$ cat src/rtl/mm4_pkg.sv
`timescale 1ns / 1ps
// ---------------------------------------------------------------------------
// mm4_pkg
// Shared types, constants and helpers of the 4x4 fixed-point matrix multiply.
// ---------------------------------------------------------------------------
package mm4_pkg;

  localparam int DIM       = 4;
  localparam int FRAC_BITS = 16;
  localparam int DATA_W    = 32;
  localparam int IDX_W     = $clog2(DIM);
  localparam int ADDR_W    = $clog2(DIM * DIM);
  localparam int PROD_W    = 2 * DATA_W;
  localparam int ACC_W     = PROD_W + $clog2(DIM);
  localparam int SHR_W     = ACC_W - FRAC_BITS;

  typedef enum logic [1:0] {
    OP_LOAD_LEFT  = 2'd0,
    OP_LOAD_RIGHT = 2'd1,
    OP_COMPUTE    = 2'd2
  } op_e;

  typedef enum logic [2:0] {
    ST_IDLE,
    ST_READ,
    ST_MUL,
    ST_ACC,
    ST_OUT
  } state_e;

  typedef struct packed {
    logic mul_en;
    logic acc_en;
    logic acc_clr;
  } mac_ctrl_t;

  // Row-major element address
  function automatic logic [ADDR_W-1:0] elem_addr(input logic [IDX_W-1:0] r,
                                                  input logic [IDX_W-1:0] c);
    int a;
    a = int'(r) * DIM + int'(c);
    return ADDR_W'(a);
  endfunction

endpackage

$ cat src/rtl/mm4_dot_unit.sv
`timescale 1ns / 1ps
// ---------------------------------------------------------------------------
// mm4_dot_unit
// Shared multiply-accumulate unit: one product per step, full-precision
// accumulation, arithmetic shift by the fraction width and saturation.
// ---------------------------------------------------------------------------
module mm4_dot_unit (
  input  logic                                clk_i,
  input  mm4_pkg::mac_ctrl_t                  ctrl_i,
  input  logic signed [mm4_pkg::DATA_W-1:0]   a_i,
  input  logic signed [mm4_pkg::DATA_W-1:0]   b_i,
  output logic        [mm4_pkg::DATA_W-1:0]   sum_o
);
  import mm4_pkg::*;

  logic signed [PROD_W-1:0] prod_q;
  logic signed [ACC_W-1:0]  acc_q, acc_d;
  logic signed [SHR_W-1:0]  shr;
  logic                     fits;

  // Register the product before it is accumulated
  always_ff @(posedge clk_i) begin
    if (ctrl_i.mul_en) begin
      prod_q <= a_i * b_i;
    end
  end

  // Add the product, starting afresh on the first term of an element
  always_comb begin
    acc_d = (ctrl_i.acc_clr ? '0 : acc_q)
          + {{(ACC_W - PROD_W){prod_q[PROD_W-1]}}, prod_q};
  end

  always_ff @(posedge clk_i) begin
    if (ctrl_i.acc_en) begin
      acc_q <= acc_d;
    end
  end

  // Drop the fraction bits and saturate to the output width
  always_comb begin
    shr  = acc_q[ACC_W-1:FRAC_BITS];
    fits = (shr[SHR_W-1:DATA_W-1] == '0) || (shr[SHR_W-1:DATA_W-1] == '1);
    if (fits) begin
      sum_o = shr[DATA_W-1:0];
    end else if (shr[SHR_W-1]) begin
      sum_o = {1'b1, {(DATA_W-1){1'b0}}};
    end else begin
      sum_o = {1'b0, {(DATA_W-1){1'b1}}};
    end
  end

endmodule

$ cat src/rtl/matrix4x4_multiply_unit.sv
`timescale 1ns / 1ps
// Load items are written when accepted. A compute item produces 16 results,
// one shared multiply-accumulate unit building each from four terms that each
// pass through memory read, multiply and accumulate; a result then waits out
// any stall on the output side. No new item is taken until all 16 are taken.
// Reset (asynchronous, active low) clears both matrices to zero via per-entry
// valid bits and returns the sequencer to idle at once.
// ---------------------------------------------------------------------------
// matrix4x4_multiply_unit
// Holds left and right 4x4 Q16.16 matrices and streams their product out in
// row-major order, one saturated element per result item.
// ---------------------------------------------------------------------------
module matrix4x4_multiply_unit (
  input  logic                                clk_i,
  input  logic                                rst_ni,
  input  logic                                in_valid_i,
  output logic                                in_ready_o,
  input  logic [1:0]                          operation_i,
  input  logic [1:0]                          row_i,
  input  logic [1:0]                          col_i,
  input  logic signed [mm4_pkg::DATA_W-1:0]   value_i,
  output logic                                out_valid_o,
  input  logic                                out_ready_i,
  output logic [1:0]                          out_row_o,
  output logic [1:0]                          out_col_o,
  output logic signed [mm4_pkg::DATA_W-1:0]   product_o,
  output logic                                last_o
);
  import mm4_pkg::*;

  localparam logic [IDX_W-1:0] IDX_LAST = IDX_W'(DIM - 1);

  state_e              state_q, state_d;
  logic [IDX_W-1:0]    r_q, r_d, c_q, c_d, k_q, k_d;
  logic [DATA_W-1:0]   left_mem  [DIM*DIM];
  logic [DATA_W-1:0]   right_mem [DIM*DIM];
  logic [DIM*DIM-1:0]  left_vld_q, right_vld_q;
  logic [DATA_W-1:0]   la_q, rb_q;
  logic                la_vld_q, rb_vld_q;
  logic                in_acc, in_range, ld_left, ld_right;
  logic [ADDR_W-1:0]   wr_addr, la_addr, rb_addr;
  mac_ctrl_t           mac_ctrl;
  logic [DATA_W-1:0]   sum;

  // Decode load items
  assign in_ready_o = (state_q == ST_IDLE);
  assign in_acc     = in_valid_i && in_ready_o;
  assign in_range   = (int'(row_i) < DIM) && (int'(col_i) < DIM);
  assign ld_left    = in_acc && in_range && (operation_i == OP_LOAD_LEFT);
  assign ld_right   = in_acc && in_range && (operation_i == OP_LOAD_RIGHT);
  assign wr_addr    = elem_addr(IDX_W'(row_i), IDX_W'(col_i));
  assign la_addr    = elem_addr(r_q, k_q);
  assign rb_addr    = elem_addr(k_q, c_q);

  // Write loaded elements, read one operand pair per step
  always_ff @(posedge clk_i) begin
    if (ld_left) begin
      left_mem[wr_addr] <= value_i;
    end
    if (ld_right) begin
      right_mem[wr_addr] <= value_i;
    end
    if (state_q == ST_READ) begin
      la_q <= left_mem[la_addr];
      rb_q <= right_mem[rb_addr];
    end
  end

  // Track written entries; an unwritten entry reads as zero
  always_ff @(posedge clk_i or negedge rst_ni) begin
    if (!rst_ni) begin
      left_vld_q  <= '0;
      right_vld_q <= '0;
      la_vld_q    <= 1'b0;
      rb_vld_q    <= 1'b0;
    end else begin
      if (ld_left) begin
        left_vld_q[wr_addr] <= 1'b1;
      end
      if (ld_right) begin
        right_vld_q[wr_addr] <= 1'b1;
      end
      if (state_q == ST_READ) begin
        la_vld_q <= left_vld_q[la_addr];
        rb_vld_q <= right_vld_q[rb_addr];
      end
    end
  end

  // Sequencer state and counters
  always_ff @(posedge clk_i or negedge rst_ni) begin
    if (!rst_ni) begin
      state_q <= ST_IDLE;
      r_q     <= '0;
      c_q     <= '0;
      k_q     <= '0;
    end else begin
      state_q <= state_d;
      r_q     <= r_d;
      c_q     <= c_d;
      k_q     <= k_d;
    end
  end

  // Step through rows, columns and terms of each dot product
  always_comb begin
    state_d  = state_q;
    r_d      = r_q;
    c_d      = c_q;
    k_d      = k_q;
    mac_ctrl = '0;
    case (state_q)
      ST_IDLE: begin
        if (in_acc && (operation_i == OP_COMPUTE)) begin
          r_d     = '0;
          c_d     = '0;
          k_d     = '0;
          state_d = ST_READ;
        end
      end
      ST_READ: begin
        state_d = ST_MUL;
      end
      ST_MUL: begin
        mac_ctrl.mul_en = 1'b1;
        state_d         = ST_ACC;
      end
      ST_ACC: begin
        mac_ctrl.acc_en  = 1'b1;
        mac_ctrl.acc_clr = (k_q == '0);
        if (k_q == IDX_LAST) begin
          state_d = ST_OUT;
        end else begin
          k_d     = k_q + 1'b1;
          state_d = ST_READ;
        end
      end
      ST_OUT: begin
        if (out_ready_i) begin
          k_d     = '0;
          state_d = ST_READ;
          if (c_q == IDX_LAST) begin
            c_d = '0;
            if (r_q == IDX_LAST) begin
              r_d     = '0;
              state_d = ST_IDLE;
            end else begin
              r_d = r_q + 1'b1;
            end
          end else begin
            c_d = c_q + 1'b1;
          end
        end
      end
      default: begin
        state_d = ST_IDLE;
      end
    endcase
  end

  mm4_dot_unit u_dot (
    .clk_i  (clk_i),
    .ctrl_i (mac_ctrl),
    .a_i    (la_vld_q ? la_q : '0),
    .b_i    (rb_vld_q ? rb_q : '0),
    .sum_o  (sum)
  );

  // Present the finished element until it is taken
  assign out_valid_o = (state_q == ST_OUT);
  assign out_row_o   = 2'(r_q);
  assign out_col_o   = 2'(c_q);
  assign product_o   = sum;
  assign last_o      = (r_q == IDX_LAST) && (c_q == IDX_LAST);

endmodule

$ cat config.mk
export PLATFORM = sky130hd
export DESIGN_NAME = matrix4x4_multiply_unit
export DESIGN_NICKNAME = d
export VERILOG_FILES = /design/src/rtl/mm4_pkg.sv /design/src/rtl/mm4_dot_unit.sv /design/src/rtl/matrix4x4_multiply_unit.sv
export SDC_FILE = /design/constraint.sdc
export NUM_CORES = 2
export LEC_CHECK = 0
export ABC_AREA = 1
export BUFFER_PORTS_ARGS = -buffer_cell sky130_fd_sc_hd__buf_2
export CAP_MARGIN = 40
export CELL_PAD_IN_SITES_DETAIL_PLACEMENT = 1
export CELL_PAD_IN_SITES_GLOBAL_PLACEMENT = 1
export CORE_ASPECT_RATIO = 1.2
export CORE_MARGIN = 1.5
export CORE_UTILIZATION = 50
export CTS_BUF_LIST = sky130_fd_sc_hd__clkbuf_4
export DETAILED_ROUTE_END_ITERATION = 8
export PLACE_DENSITY = 0.79
export SLEW_MARGIN = 20
export SYNTH_ARGS = -nofsm -noshare
export SYNTH_HDL_FRONTEND = slang
export SYNTH_SLANG_ARGS = --single-unit
$ cat constraint.sdc
create_clock -name clk_i -period 12.45 [get_ports clk_i]
set_clock_uncertainty 0.2 [all_clocks]
set_input_delay 2.49 -clock clk_i [delete_from_list [all_inputs] [get_ports clk_i]]
set_output_delay 2.49 -clock clk_i [all_outputs]
set_load 0.05 [all_outputs]
==> key figures <==
Clock tree
  – Cts repair resizes: 0
  – Worst-path clk slew: about 0.060 ns
  – Post-CTS setup buffers: 0
  – H-tree depth: 5
  – Skew-Pair Late Insertion Delay: about 1.3 ns
  – Clock buffer depth: 4
  – # hold bufs at CTS: 0
  – CTS Buf Count: between 300 and 400
  – CTS tree: yes
  – Clk sinks: ~1300
  – Clock root cell: clkbuf_4

Run status
  – Status: finished, final reports clean

Critical path
  – Cell mode on critical path: fa_1
  – Critical path arrival: approximately 11 ns
  – Crit path buffers/inverters: 8
  – Crit. End Element: flip-flop
  – Critical Path Max Stage Delay: 0.90 ns
  – Crit path kind: reg2reg
  – Worst EP required: 13.34 ns
  – CP max stage cell: fa_1
  – Type of origin of the critical path: flip-flop
  – Family with the most delay on the worst path: adder cells
  – CP Max Fanout: 31
  – Flop2flop setup slack: around 2.7 ns

Route
  – DR vias: between 70000 and 80000
  – Iter 0 DRT Violations: between 5000 and 6000
  – DR pass1 iterations: 6
  – # DRC: 0
  – Wire per inst: between 20 and 30 um
  – Final wirelength: ~350000 um
  – Vias per cell: just under 6
  – Final ANT Viol Nets: 0

Finish
  – Area delta synth->final: 8.47%
  – Nets@finish: 10600
  – Share of cells above drive strength 1: 0.0903

Global route
  – Largest net degree at the start of global routing: 194
  – Total gr overflow: 0
  – Number of global-route vias before repair: approximately 80000
  – First-pass GRT wire length: 504000 um
  – Initial antenna violation count: 19
  – Aggregate global-route resource usage: 0.380

Timing
  – Hold Slack: approximately 0.26 ns
  – Slew Viols, Final: 0
  – Setup-failing EPs final: 0
  – Final min period: 9.78 ns
  – Worst Tran Pin Value: 1.03 ns
  – Setup TNS Final: 0 ns
  – Slew Limit Headroom: 0.315
  – Max Freq: slightly above 100 MHz
  – RSZ-0062 raised after global routing: false
  – Period utilisation layout: 0.786
  – Hold Vio Cnt, Final: 0

Die
  – Starting Density: 0.502
  – CORE AREA: between 150000 and 200000 um^2
  – Die width: roughly 390 um
  – Chip height: between 400 and 500 um
  – Io pins: 81
  – Area of the die: approximately 180000 um^2
  – Row count: between 150 and 200

Synth
  – Syn_nets: about 10000
  – Largest cells by area after synthesis: edfxtp_1 40%, fa_1 24%, nand2_1 6.7%
  – Count leader, synth: nand2_1
  – Asr flop ratio synth: 0.0341
  – Synth Flop Type: edfxtp_1
  – Post-synth EDFFs: about 1200
  – Post-synthesis register bit count: ~1300
  – Synth cell types: 48
  – Syn Inst Count: 9029
  – Post-synth top cells: 1607 x nand2_1, 1470 x inv_1, 1369 x nor2_1
  – Post-synthesis sequential area ratio: 0.415
  – Post-Syn Area: ~91000 um^2
  – Synthesis Warnings: 0
  – Synth area leader: edfxtp_1
  – Syn_area_per_cell: approximately 10 um^2
  – Share of the synthesized area in the top cell type: 0.404

Place
  – Final Wtd Congestion: between 1 and 1.5
  – Dpl hpwl: roughly 250000 um
  – Buffers on Ports: 80

Job
  – Max Cap Violations: 0

Min path
  – Worst hold path class: reg2reg
[final timing paths]
path                                               to                       start  cells after the start
setup / recovery           u_dot.prod_q[55]$_DFFE_PP_        rb_vld_q$_DFFE_PN0P_                     27
hold / removal             left_vld_q[13]$_DFFE_PN0P_  left_vld_q[13]$_DFFE_PN0P_                      1
setup reg to reg           u_dot.prod_q[55]$_DFFE_PP_        rb_vld_q$_DFFE_PN0P_                     27
hold reg to reg            left_vld_q[13]$_DFFE_PN0P_  left_vld_q[13]$_DFFE_PN0P_                      1
max in group asynchronous  right_vld_q[6]$_DFFE_PN0P_                      rst_ni                      2
min in group asynchronous      state_q[0]$_DFFE_PN0P_                      rst_ni                      2
[stage by stage]
| stage | setup WS (ns) | instance area [um^2] | std cells | util |
|---|---|---|---|---|
| 2_1_floorplan | 4.66 | 90600 | 9029 | - |
| 3_3_place_gp | 2.12 | 93600 | 11300 | 0.518 |
| 3_5_place_dp | 2.68 | 94100 | 11300 | 0.521 |
| 4_1_cts | 2.80 | 98100 | 11900 | 0.543 |
| 5_1_grt | 2.36 | 98300 | 11900 | 0.544 |
| 6_report | 2.67 | 98300 | 11900 | 0.544 |
[kinds of logic (layout without fill, tap and decap cells)]
family                   after synthesis  count (layout)  share of synthesized area
AO/OA/AOI/OAI                       1170            1170                     0.0772
XOR/XNOR                              72              72                    0.00696
adder cells (fa/ha/maj)             1336            1336                      0.274
buffers and inverters               1882            2313                     0.0824
flip-flops                          1261            1261                      0.415
other                                  0              15                          0
AND/OR/NAND/NOR                     3308            3308                      0.144
[registers in the layout, summed over array words and instances (netlist names), 2 cells and up]
name	count
left_mem	512
u_dot.prod_q	64
out_col_o	2
right_mem	512
rb_q	32
out_row_o	2
right_vld_q	16
k_q	2
state_q	3
la_q	32
u_dot.acc_q	66
left_vld_q	16
[placed cells by master, fill, tap and decap left out, types with 20 or more instances in the layout]
| cell | instances |
|---|---|
| nand2_1 | 1605 |
| inv_1 | 1465 |
| nor2_1 | 1337 |
| edfxtp_1 | 1218 |
| fa_1 | 1083 |
| o21ai_0 | 573 |
| clkbuf_4 | 459 |
| ha_1 | 253 |
| o221ai_1 | 184 |
| nand3_1 | 178 |
| a21oi_1 | 164 |
| buf_4 | 147 |
| clkinv_1 | 98 |
| buf_2 | 82 |
| o22ai_1 | 80 |
| o211ai_1 | 79 |
| xor2_1 | 65 |
| nand4_1 | 44 |
| o21bai_1 | 39 |
| dfrtp_1 | 37 |
| o21ai_1 | 35 |
| nor2_4 | 33 |
| nand2_2 | 20 |
[final cells by class]
| type | instances | area, um^2 |
|---|---|---|
| fill | 20300 | 82300 |
| multi-input combinational | 5886 | 45800 |
| sequential | 1261 | 37700 |
| inverter | 1497 | 5640 |
| clock buffer | 458 | 3440 |
| tap | 2422 | 3030 |
| timing repair buffer | 259 | 2150 |
| clock inverter | 99 | 551 |
| antenna | 15 | 37.5 |
[layer usage]
layer | up-vias | wire [um] | track usage
met1 | 35900 | 112000 | 0.401
met4 | 4 | 36000 | 0.330
li1 | 29500 | - | -
met3 | 1497 | 29200 | 0.0939
met2 | 3862 | 169000 | 0.631
met5 | - | 33 | 0
Power is not shown: default switching activity piles up to over one toggle a cycle in this logic, so the estimate is an artifact.
